<file path="config.mk">
export PLATFORM = sky130hd
export DESIGN_NAME = wbmp_type0_stream_formatter
export DESIGN_NICKNAME = d
export VERILOG_FILES = /design/src/wbmp_pkg.sv /design/src/wbmp_type0_stream_formatter.sv /design/src/wbmp_cfg_regs.sv /design/src/wbmp_hdr_gen.sv
export SDC_FILE = /design/constraint.sdc
export NUM_CORES = 1
export LEC_CHECK = 0
export BUFFER_PORTS_ARGS = -buffer_cell sky130_fd_sc_hd__buf_2
export CAP_MARGIN = 20
export CORE_UTILIZATION = 55
export CTS_CLUSTER_DIAMETER = 150
export DETAILED_ROUTE_END_ITERATION = 10
export GPL_TIMING_DRIVEN = 0
export PLACE_DENSITY_LB_ADDON = 0.12
export SLEW_MARGIN = 10
export SYNTH_ARGS = -nofsm -noshare
export SYNTH_HDL_FRONTEND = slang
export SYNTH_SLANG_ARGS = --single-unit
</file>
<file path="constraint.sdc">
create_clock -name clk -period 7.85 [get_ports clk]
set_input_delay 0.785 -clock clk [delete_from_list [all_inputs] [get_ports clk]]
set_output_delay 0.785 -clock clk [all_outputs]
set_load 0.01 [all_outputs]
</file>
<file path="src/wbmp_pkg.sv">
package wbmp_pkg;

  // Configuration register indexes
  localparam int CFG_IDX_W = 3;
  localparam logic [CFG_IDX_W-1:0] CFG_IMAGE_WIDTH    = 3'd0;
  localparam logic [CFG_IDX_W-1:0] CFG_IMAGE_HEIGHT   = 3'd1;
  localparam logic [CFG_IDX_W-1:0] CFG_ROW_STRIDE     = 3'd2;
  localparam logic [CFG_IDX_W-1:0] CFG_ROWS_BOTTOM_UP = 3'd3;
  localparam logic [CFG_IDX_W-1:0] CFG_REVERSE_BITS   = 3'd4;
  localparam int CFG_DATA_W = 16;

  // Input item kinds
  localparam logic KIND_START = 1'b0;
  localparam logic KIND_DATA  = 1'b1;

  // Result status codes
  localparam logic STATUS_OK       = 1'b0;
  localparam logic STATUS_REJECTED = 1'b1;

  // Header layout: two zero bytes, then up to three groups per number
  localparam int HDR_IDX_W = 3;
  localparam int GRP_CNT_W = 2;

  typedef struct packed {
    logic       kind;
    logic [7:0] source_byte;
  } in_item_t;

  typedef struct packed {
    logic [7:0]  out_byte;
    logic        byte_valid;
    logic [31:0] fetch_address;
    logic        fetch_valid;
    logic        image_done;
    logic        run_last;
    logic        status;
  } out_item_t;

  typedef struct packed {
    logic [15:0] image_width;
    logic [15:0] image_height;
    logic [15:0] row_stride;
    logic        rows_bottom_up;
    logic        reverse_bits;
  } cfg_t;

  typedef struct packed {
    logic [7:0] hdr_byte;
    logic       hdr_last;
  } hdr_info_t;

  // Mirror bit order within a byte
  function automatic logic [7:0] mirror8(input logic [7:0] v);
    logic [7:0] a;
    logic [7:0] b;
    a = ((v & 8'hF0) >> 4) | ((v & 8'h0F) << 4);
    b = ((a & 8'hCC) >> 2) | ((a & 8'h33) << 2);
    return ((b & 8'hAA) >> 1) | ((b & 8'h55) << 1);
  endfunction

endpackage

</file>
<file path="src/wbmp_type0_stream_formatter.sv">
// Type 0 WBMP stream formatter for a 1-bpp page.
// Input channel (in_valid / in_stall / in_data): a start request (kind 0)
// makes the header run of 4 to 8 results: two zero bytes, then width and
// height as big-endian 7-bit groups. Its last result carries the first
// source fetch address. A data request (kind 1) carries one source byte and
// makes one result: the byte (mirrored if reverse_bits is set), the next
// fetch address, and image_done on the last byte of the page.
// Output channel (out_valid / out_stall / out_data): one result per cycle
// while out_stall is low. Configuration (cfg_we / cfg_index / cfg_wdata)
// must be written only while idle; the block itself does not enforce it.
// Requests pass the input register, then the result register. One data
// request is taken per cycle while out_stall is low; a start request holds
// the input as the header index counter steps once per result to its end.
// Reset: clears the page state and the two valid flags; registers return to
// width 1, height 1, stride 1, top-down, no mirroring.
// Receiver stall: the result register holds; the input register holds its
// request and in_stall rises once it is occupied, so nothing is lost.
module wbmp_type0_stream_formatter (
  input  logic                            clk,
  input  logic                            rst_n,
  input  logic                            in_valid,
  output logic                            in_stall,
  input  wbmp_pkg::in_item_t              in_data,
  output logic                            out_valid,
  input  logic                            out_stall,
  output wbmp_pkg::out_item_t             out_data,
  input  logic                            cfg_we,
  input  logic [wbmp_pkg::CFG_IDX_W-1:0]  cfg_index,
  input  logic [wbmp_pkg::CFG_DATA_W-1:0] cfg_wdata
);

  wbmp_pkg::cfg_t      cfg;
  wbmp_pkg::hdr_info_t hdr;
  wbmp_pkg::in_item_t  stage_r;
  wbmp_pkg::out_item_t res;
  wbmp_pkg::out_item_t out_r;

  logic        stage_valid_r;
  logic        out_valid_r;
  logic [wbmp_pkg::HDR_IDX_W-1:0] hdr_idx_r;
  logic [wbmp_pkg::HDR_IDX_W-1:0] hdr_idx_nxt;
  logic        page_active_r, page_active_nxt;
  logic [15:0] row_count_r, row_count_nxt;
  logic [12:0] column_count_r, column_count_nxt;
  logic [31:0] row_base_r, row_base_nxt;

  logic        out_free;
  logic        res_last;
  logic        retire;
  logic        is_start;
  logic        cfg_bad;
  logic [13:0] row_bytes;
  logic [16:0] width_sum;
  logic [13:0] col_inc;
  logic [16:0] row_inc;
  logic        row_end;
  logic        page_end;
  logic [15:0] mul_row;
  logic [15:0] src_row;
  logic [31:0] base_new;
  logic [7:0]  data_byte;

  wbmp_cfg_regs u_cfg (
    .clk       (clk),
    .rst_n     (rst_n),
    .cfg_we    (cfg_we),
    .cfg_index (cfg_index),
    .cfg_wdata (cfg_wdata),
    .cfg_o     (cfg)
  );

  wbmp_hdr_gen u_hdr (
    .hdr_idx      (hdr_idx_r),
    .image_width  (cfg.image_width),
    .image_height (cfg.image_height),
    .hdr_o        (hdr)
  );

  // Handshake control
  assign out_free = !out_valid_r || !out_stall;
  assign retire   = stage_valid_r && out_free && res_last;
  assign in_stall = stage_valid_r && !retire;
  assign is_start = (stage_r.kind == wbmp_pkg::KIND_START);
  assign cfg_bad  = (cfg.image_width == 16'd0) || (cfg.image_height == 16'd0) ||
                    (cfg.row_stride == 16'd0);

  // Row and page bookkeeping
  assign width_sum = {1'b0, cfg.image_width} + 17'd7;
  assign row_bytes = width_sum[16:3];
  assign col_inc   = {1'b0, column_count_r} + 14'd1;
  assign row_inc   = {1'b0, row_count_r} + 17'd1;
  assign row_end   = col_inc >= row_bytes;
  assign page_end  = row_inc >= {1'b0, cfg.image_height};

  // Shared row base multiplier: row 0 for a start, next row for data
  assign mul_row   = is_start ? 16'd0 : row_inc[15:0];
  assign src_row   = cfg.rows_bottom_up ? (cfg.image_height - 16'd1 - mul_row) : mul_row;
  assign base_new  = {16'd0, src_row} * {16'd0, cfg.row_stride};
  assign data_byte = cfg.reverse_bits ? wbmp_pkg::mirror8(stage_r.source_byte)
                                      : stage_r.source_byte;

  // Build the result and the state update for the staged request
  always_comb begin
    res              = '0;
    res_last         = 1'b1;
    hdr_idx_nxt      = hdr_idx_r;
    page_active_nxt  = page_active_r;
    row_count_nxt    = row_count_r;
    column_count_nxt = column_count_r;
    row_base_nxt     = row_base_r;
    if (is_start) begin
      if (cfg_bad) begin
        res.status      = wbmp_pkg::STATUS_REJECTED;
        res.run_last    = 1'b1;
        page_active_nxt = 1'b0;
        hdr_idx_nxt     = '0;
      end else begin
        res.out_byte   = hdr.hdr_byte;
        res.byte_valid = 1'b1;
        res_last       = hdr.hdr_last;
        hdr_idx_nxt    = hdr_idx_r + 3'd1;
        if (hdr.hdr_last) begin
          res.fetch_address = base_new;
          res.fetch_valid   = 1'b1;
          res.run_last      = 1'b1;
          hdr_idx_nxt       = '0;
          page_active_nxt   = 1'b1;
          row_count_nxt     = 16'd0;
          column_count_nxt  = 13'd0;
          row_base_nxt      = base_new;
        end
      end
    end else if (!page_active_r) begin
      res.status   = wbmp_pkg::STATUS_REJECTED;
      res.run_last = 1'b1;
    end else begin
      res.out_byte   = data_byte;
      res.byte_valid = 1'b1;
      res.run_last   = 1'b1;
      if (row_end) begin
        column_count_nxt = 13'd0;
        if (page_end) begin
          res.image_done  = 1'b1;
          page_active_nxt = 1'b0;
          row_count_nxt   = 16'd0;
          row_base_nxt    = 32'd0;
        end else begin
          res.fetch_address = base_new;
          res.fetch_valid   = 1'b1;
          row_count_nxt     = row_inc[15:0];
          row_base_nxt      = base_new;
        end
      end else begin
        res.fetch_address = row_base_r + {19'd0, col_inc[12:0]};
        res.fetch_valid   = 1'b1;
        column_count_nxt  = col_inc[12:0];
      end
    end
  end

  // Input register: load on accept, drop on retire
  always_ff @(posedge clk) begin
    if (!rst_n) begin
      stage_valid_r <= 1'b0;
    end else if (in_valid && !in_stall) begin
      stage_valid_r <= 1'b1;
    end else if (retire) begin
      stage_valid_r <= 1'b0;
    end
  end

  always_ff @(posedge clk) begin
    if (in_valid && !in_stall) begin
      stage_r <= in_data;
    end
  end

  // Page state and header index advance with each delivered result
  always_ff @(posedge clk) begin
    if (!rst_n) begin
      hdr_idx_r      <= '0;
      page_active_r  <= 1'b0;
      row_count_r    <= 16'd0;
      column_count_r <= 13'd0;
      row_base_r     <= 32'd0;
    end else if (stage_valid_r && out_free) begin
      hdr_idx_r      <= hdr_idx_nxt;
      page_active_r  <= page_active_nxt;
      row_count_r    <= row_count_nxt;
      column_count_r <= column_count_nxt;
      row_base_r     <= row_base_nxt;
    end
  end

  // Result register: hold while stalled
  always_ff @(posedge clk) begin
    if (!rst_n) begin
      out_valid_r <= 1'b0;
    end else if (out_free) begin
      out_valid_r <= stage_valid_r;
    end
  end

  always_ff @(posedge clk) begin
    if (out_free) begin
      out_r <= res;
    end
  end

  assign out_valid = out_valid_r;
  assign out_data  = out_r;

endmodule

</file>
<file path="src/wbmp_cfg_regs.sv">
module wbmp_cfg_regs (
  input  logic                               clk,
  input  logic                               rst_n,
  input  logic                               cfg_we,
  input  logic [wbmp_pkg::CFG_IDX_W-1:0]     cfg_index,
  input  logic [wbmp_pkg::CFG_DATA_W-1:0]    cfg_wdata,
  output wbmp_pkg::cfg_t                     cfg_o
);

  wbmp_pkg::cfg_t cfg_r;

  // Hold register file; unknown indexes are dropped
  always_ff @(posedge clk) begin
    if (!rst_n) begin
      cfg_r.image_width    <= 16'd1;
      cfg_r.image_height   <= 16'd1;
      cfg_r.row_stride     <= 16'd1;
      cfg_r.rows_bottom_up <= 1'b0;
      cfg_r.reverse_bits   <= 1'b0;
    end else if (cfg_we) begin
      unique case (cfg_index)
        wbmp_pkg::CFG_IMAGE_WIDTH:    cfg_r.image_width    <= cfg_wdata;
        wbmp_pkg::CFG_IMAGE_HEIGHT:   cfg_r.image_height   <= cfg_wdata;
        wbmp_pkg::CFG_ROW_STRIDE:     cfg_r.row_stride     <= cfg_wdata;
        wbmp_pkg::CFG_ROWS_BOTTOM_UP: cfg_r.rows_bottom_up <= cfg_wdata[0];
        wbmp_pkg::CFG_REVERSE_BITS:   cfg_r.reverse_bits   <= cfg_wdata[0];
        default: ;
      endcase
    end
  end

  assign cfg_o = cfg_r;

endmodule

</file>
<file path="src/wbmp_hdr_gen.sv">
module wbmp_hdr_gen (
  input  logic [wbmp_pkg::HDR_IDX_W-1:0] hdr_idx,
  input  logic [15:0]                    image_width,
  input  logic [15:0]                    image_height,
  output wbmp_pkg::hdr_info_t            hdr_o
);

  logic [wbmp_pkg::GRP_CNT_W-1:0] w_groups;
  logic [wbmp_pkg::GRP_CNT_W-1:0] h_groups;
  logic [wbmp_pkg::HDR_IDX_W-1:0] rel_idx;
  logic [wbmp_pkg::HDR_IDX_W-1:0] w_groups_x;
  logic [wbmp_pkg::HDR_IDX_W-1:0] h_groups_x;
  logic [wbmp_pkg::HDR_IDX_W-1:0] grp_sel;
  logic [15:0]                    num;
  logic [6:0]                     grp_bits;

  // Count 7-bit groups of each number
  always_comb begin
    if (image_width < 16'h0080)       w_groups = 2'd1;
    else if (image_width < 16'h4000)  w_groups = 2'd2;
    else                              w_groups = 2'd3;
    if (image_height < 16'h0080)      h_groups = 2'd1;
    else if (image_height < 16'h4000) h_groups = 2'd2;
    else                              h_groups = 2'd3;
  end

  assign w_groups_x = {1'b0, w_groups};
  assign h_groups_x = {1'b0, h_groups};
  assign rel_idx    = hdr_idx - 3'd2;

  // Pick number and group, most significant group first
  always_comb begin
    if (rel_idx < w_groups_x) begin
      num     = image_width;
      grp_sel = w_groups_x - 3'd1 - rel_idx;
    end else begin
      num     = image_height;
      grp_sel = h_groups_x - 3'd1 - (rel_idx - w_groups_x);
    end
    unique case (grp_sel[1:0])
      2'd0:    grp_bits = num[6:0];
      2'd1:    grp_bits = num[13:7];
      default: grp_bits = {5'd0, num[15:14]};
    endcase
  end

  // Leading zero bytes, then groups with continuation flag
  always_comb begin
    if (hdr_idx < 3'd2) hdr_o.hdr_byte = 8'h00;
    else                hdr_o.hdr_byte = {(grp_sel != 3'd0), grp_bits};
    hdr_o.hdr_last = (hdr_idx == (3'd1 + w_groups_x + h_groups_x));
  end

endmodule

</file>
* Yosys cells after proc, flatten, opt, wreduce, memory -nomap -nowiden
Index checks and enable logic that the tools add are counted.
W data, S select, Z words.
** Operators by class
- Magnitude comparators :: 8
- Add/sub/neg operators :: 15
- Multipliers :: 1
- Bitwise gates (word level) :: 4
- Muxes and demuxes :: 52
- Shifts and indexed selects :: 0
- Equal/unequal tests :: 9
- Reductions and logical operators :: 31
- Divide/modulo/power cells :: 0
** Operator list (count)
- $mux W32 :: 6
- $mux W16 :: 9
- $mux W33 :: 3
- $mux W42 :: 2
- $mux W13 :: 5
- $logic_not A16 Y1 :: 3
- $mux W43 :: 1
- $add A32 B13 Y32 :: 1
- $lt A16 B15 Y1 const B :: 2
- $lt A16 B8 Y1 const B :: 2
- $mul A16 B16 Y32 :: 1
- $mux W1 :: 18
- $add A16 B1 Y17 const B :: 1
- $add A16 B3 Y17 const B :: 1
- $ge A17 B16 Y1 :: 1
- $mux W8 :: 2
- $sub A16 B1 Y16 const B :: 1
- $sub A16 B16 Y16 :: 1
- $add A13 B1 Y14 const B :: 1
- $ge A14 B14 Y1 :: 1
- $pmux W7 S2 :: 1
- $reduce_and A2 Y1 :: 7
- $mux W3 :: 3
- $or A4 B8 Y8 :: 1
- 31 further kinds :: 46
** Storage, ports and cells
- Bits in writable memories :: 0
- Memories kept :: 0
- Output and inout port bits :: 47
- Bits in latches :: 0
- Input bits :: 33
- Register bits :: 171
- ROM bits :: 0

* Depth between registers and ports, before layout
- Word-level depth :: 14
- Gate-level depth with buffers :: 36
- Gate-level depth less buffers :: 35

* By module
A second synthesis with hierarchy kept.
** Unflattened totals
- Cell total of the unflattened synthesis :: 2194
- Area total of the unflattened synthesis :: 19483.7 um2
** Modules (own cells, without submodules)
- wbmp_type0_stream_formatter :: instances 1, seq. area each 2962.8 um2, area an instance 16892.5 um2, cells each 1921
- wbmp_cfg_regs :: instances 1, seq. area each 1001.0 um2, area an instance 1931.9 um2, cells each 185
- wbmp_hdr_gen :: instances 1, seq. area each 0.0 um2, area an instance 659.4 um2, cells each 88

* Least setup slack after synthesis
No wires, ideal clock.
- Kind :: reg-to-reg
- Start point :: reg stage_r[8] in the netlist's numbering
- End point :: reg out_r, in the netlist out_data[35], data pin
- Cell stages (with the launch flop) :: 34
- Required time :: 7.581 ns
- Period minus slack after synthesis :: 8.271 ns
- Slack :: -0.421 ns
- Library setup time :: 0.269 ns
- Arrival :: 8.002 ns
- Path through :: edfxtp_1 -> clkbuf_1 -> clkbuf_1 -> nand2_1 -> ha_1 -> nor2b_1 -> o31a_1 -> o21bai_2 -> a21boi_0 -> nor2_1 -> xor2_1 -> mux2i_1 -> clkbuf_1 -> nand2_1 -> fa_1 -> fa_1 -> inv_1 -> fa_1 -> inv_1 -> fa_1 -> inv_1 -> fa_1 -> inv_1 -> fa_1 -> inv_1 -> ha_1 -> and3_1 -> and3_1 -> a2111o_1 -> a41o_1 -> a31oi_1 -> o31ai_1 -> xnor2_1 -> o22ai_1
** RTL lines
- start, declared :: line wbmp_type0_stream_formatter.sv:34 : wbmp_pkg::in_item_t stage_r;
- start signal, assigned :: line wbmp_type0_stream_formatter.sv:174 : stage_r <= in_data;
- end signal, assigned :: line wbmp_type0_stream_formatter.sv:206 : out_r <= res;
- end, declared :: line wbmp_type0_stream_formatter.sv:36 : wbmp_pkg::out_item_t out_r;

==> summary.md <==
| Metric | Value |
|---|---|
| Most used DFF post-synth | dfxtp_1 |
| Slowest CP cell | fa_1 |
| Most frequent CP cell | fa_1 |
| Final Net Count | a little under 3,000 |
| Failing checks | negative setup slack |
| Cells after Synth | 2,284 |
| Iter 0 DRT Violations | 1,628 |
| Crit start category | register |
| Clk Latency, worst-skew pair | 460 ps |
| Final Instance Area | ~24,000 um^2 |
| Async set-reset flop share out of synthesis | 0% |
| Detailed placement HPWL | 44,800 um |
| Critical Path Max Stage Delay | 540 ps |
| Final setup vio count | 30 |
| First-pass DRT Iterations | 6 |
| Final non-filler cell total | 2,957 |
| Via count | between 15,000 and 20,000 |
| EDFF count, synth | 54 |
| Pwr dens | 93.22 nW/um^2 |
| CTS Sinks | 171 |
| Unrepaired setup endpoints after global routing | yes |
| Area Overhead vs Synth | 20.16% |
| Sw frac | 29.61% |
| Post-synth cell types | 82 |
| Req. time, crit path | roughly 8000 ps |
| Initial antenna violation count | 2 |
| Hold Crit Class | register to register |
| WS Path Type | register to register |
| Fill count | 2,846 |
| Maximum vdd drop | around 170 uV |
| Min Clock Period, post-route | 8290 ps |
| Final WS setup | -440.3 ps |
| Placed cell area | 20,770 um^2 |
| Comb power frac | 18.0% |
| Met1 Use GR | 46.08% |
| Cts bufs inserted | 17 |
| Number of synthesized register bits | 171 |
| Peak-usage layer in the global routing report | met2 |
| H-tree depth | 4 |
| Avg Cell Area, Syn | 8.609 um^2 |
| CP Data Arrival Time | 8480 ps |
| Cell Count Post-Placement | 2,819 |
| Post-DRT Antenna Nets | 0 |
| GRT Resource Usage Total | 33.10% |
| Minimum hold slack | 466.6 ps |
| Period utilization | 105.6% |
| Global-route wire length before repair | 92,440 um |
| Routed WL | 59,570 um |
| Port Buffers | between 70 and 80 |
| Starting Density | between 50% and 60% |
| Syn nets | 2,692 |
| Grt ovf | 0 |
| Register area | 3985 um^2 |
| Worst Skew | 12.58 ps |
| Die Area | 36,510 um^2 |
| Met3 GRT Util | between 5 and 6% |
| Least-Margin Pin Slew | 1067 ps |
| Cell area after synthesis | slightly below 20,000 um^2 |
| Final Max Slew Viols | 0 |
| Multi-input gate area | 15,540 um^2 |
| Die X | roughly 190 um |
| Hold Violations, Final | 0 |
| Number of global-route vias before repair | 17,170 |
| Number of vias per cell | 5.928 |
| Max cap viols | 0 |
| FMAX | 120.6 MHz |
| CTS tree | built |
| CTS Hold Buffers Added | 0 |
| Ant. Diodes | 0 |
| Clk pwr share | 38.9% |
| Power, Total | between 2000 and 2500 uW |
| Crit-path max FO | 4 |
| CP Capture Type | register |
| Design internal power | around 1600 uW |
| Post-layout util | 67.73% |
| Residual DRC | 0 |
| Ys Warns | 0 |
| Chip height | ~190 um |
| CTS Buffer Depth | 2 |
| Clock transition at path regs | 70 ps |
| Post-synthesis sequential area ratio | 20.16% |
| Part of the power in registers | 43.2% |
| Switching power | roughly 650 uW |
| Layout cell share with drive strength beyond 1 | 18.98% |
| Largest net degree at the start of global routing | 37 |
| FP Rows | 68 |
| LEAKAGE | 0.01046 uW |
| Status | finished, violations left |
| WL per Instance | slightly above 20 um |
| Met2 Use GR | 52.47% |
| Core ar. | 34,880 um^2 |
| Clk root buf | clkbuf_16 |
| RD Place Congestion | 0.9600 |
| # IOs | 80 |
| Slew headroom | 28.14% |
[routing by layer]
layer / routed length, um / vias to the layer above / part of all wire, %
met5: 0 / - / 0
met3: 5215 / 139 / 8.8
met2: 26960 / 849 / 45
met4: 1862 / 0 / 3.1
li1: - / 7995 / -
met1: 25540 / 8547 / 43
[synthesized netlist by cell type, drive strengths merged, types with 7 or more instances]
cell	instances	share of area (%)
a21boi	54	2.1
a22oi	20	1.0
a21oi	70	1.8
nor2	113	2.2
o21ai	82	2.1
nor3	35	0.92
and2	130	4.1
mux2i	23	1.2
o21bai	7	0.29
nand2	372	7.1
xnor2	66	2.9
o21a	18	0.69
nand3	38	0.99
nand4	20	0.64
ha	174	11
o22ai	25	0.80
nor2b	45	1.4
fa	201	20
clkbuf	80	1.5
o211ai	13	0.50
a21o	23	0.92
dfxtp	117	12
xor2	47	2.1
o311ai	9	0.40
nor3b	19	0.73
a211oi	10	0.41
buf	31	0.98
nor4	11	0.46
inv	258	4.9
and3	17	0.54
nand2b	13	0.41
o311a	9	0.46
edfxtp	54	8.2
[through the flow]
stage | worst slack, ps | setup TNS [ps]
5_1_grt | -728.9 | -16900
6_report | -440.3 | -7985
3_3_place_gp | -1382 | -34840
4_1_cts | -330.2 | -3398
3_5_place_dp | -1519 | -38560
2_1_floorplan | 4.083 | 0
[worst max-delay path, delay by kind of cell, from the launching register on]
kind,cells,cell delay [ps]
buf+inv,10,1060
simple gates,7,930
xor+xnor,3,500
fa+ha+maj,9,3730
flops,1,380
compound gates,8,1430
[logic make-up after synthesis]
logic type / Yosys count / share of synthesized area, %
XOR/XNOR: 113 / 5.033
AND/OR/NAND/NOR: 844 / 20.87
buffers and inverters: 369 / 7.432
adder cells (fa/ha/maj): 375 / 31.54
multiplexers: 25 / 1.285
flip-flops: 171 / 20.16
AO/OA/AOI/OAI: 387 / 13.68
[final timing paths]
kind | start | end | slack (ps) | cells after the start
max | row_count_r[1] | out_data[28] | -440 | 37
min | row_base_r[31] | row_base_r[31] | 470 | 2
max reg2reg | row_count_r[1] | out_data[28] | -440 | 37
min reg2reg | row_base_r[31] | row_base_r[31] | 470 | 2
[layout make-up]
cell class / count / area share, %
multi-input combinational: 1744 / 65.76
inverter: 258 / 4.125
tap: 455 / 2.410
timing repair buffer: 188 / 5.735
buffer: 109 / 2.637
sequential: 171 / 16.87
clock buffer: 18 / 1.906
clock inverter: 14 / 0.5561
[layout by cell type, fill, tap and decap left out, types with 38 or more instances in the layout]
cell	instances
a21boi_0	46
nor2_1	108
a21oi_1	56
nand2_1	346
edfxtp_1	54
dfxtp_1	110
xor2_1	38
fa_1	193
nor2b_1	44
ha_1	138
and2_1	123
xnor2_1	50
buf_4	87
o21ai_0	48
clkbuf_1	69
inv_1	235
buf_2	86
[what timing repair did]
| item | 4_1_cts | 5_1_grt |
|---|---|---|
| setup buffers | 92 | 17 |
| gates resized for setup | 240 | 64 |
| pin swaps | 153 | 89 |
| endpoints found under the setup margin | 43 | 38 |
[power groups by stage]
stage                     Combinational, uW  Clock, uW  Sequential (uW)
after floorplan                         217          0              975
after global placement                  323          0              971
after detailed placement                331          0              971
after CTS                               378        864              950
after global routing                    427        891              953
final                                   396        856              951
[flip-flops by register name (all words and copies together) (netlist names)]
signal / cells
hdr_idx_r: 3
column_count_r: 13
row_base_r: 32
out_data: 45
stage_valid_r: 1
row_count_r: 16
stage_r: 9
page_active_r: 1
u_cfg.cfg_o: 50
out_valid: 1
Note: power is estimated with default switching activity, not from simulation.
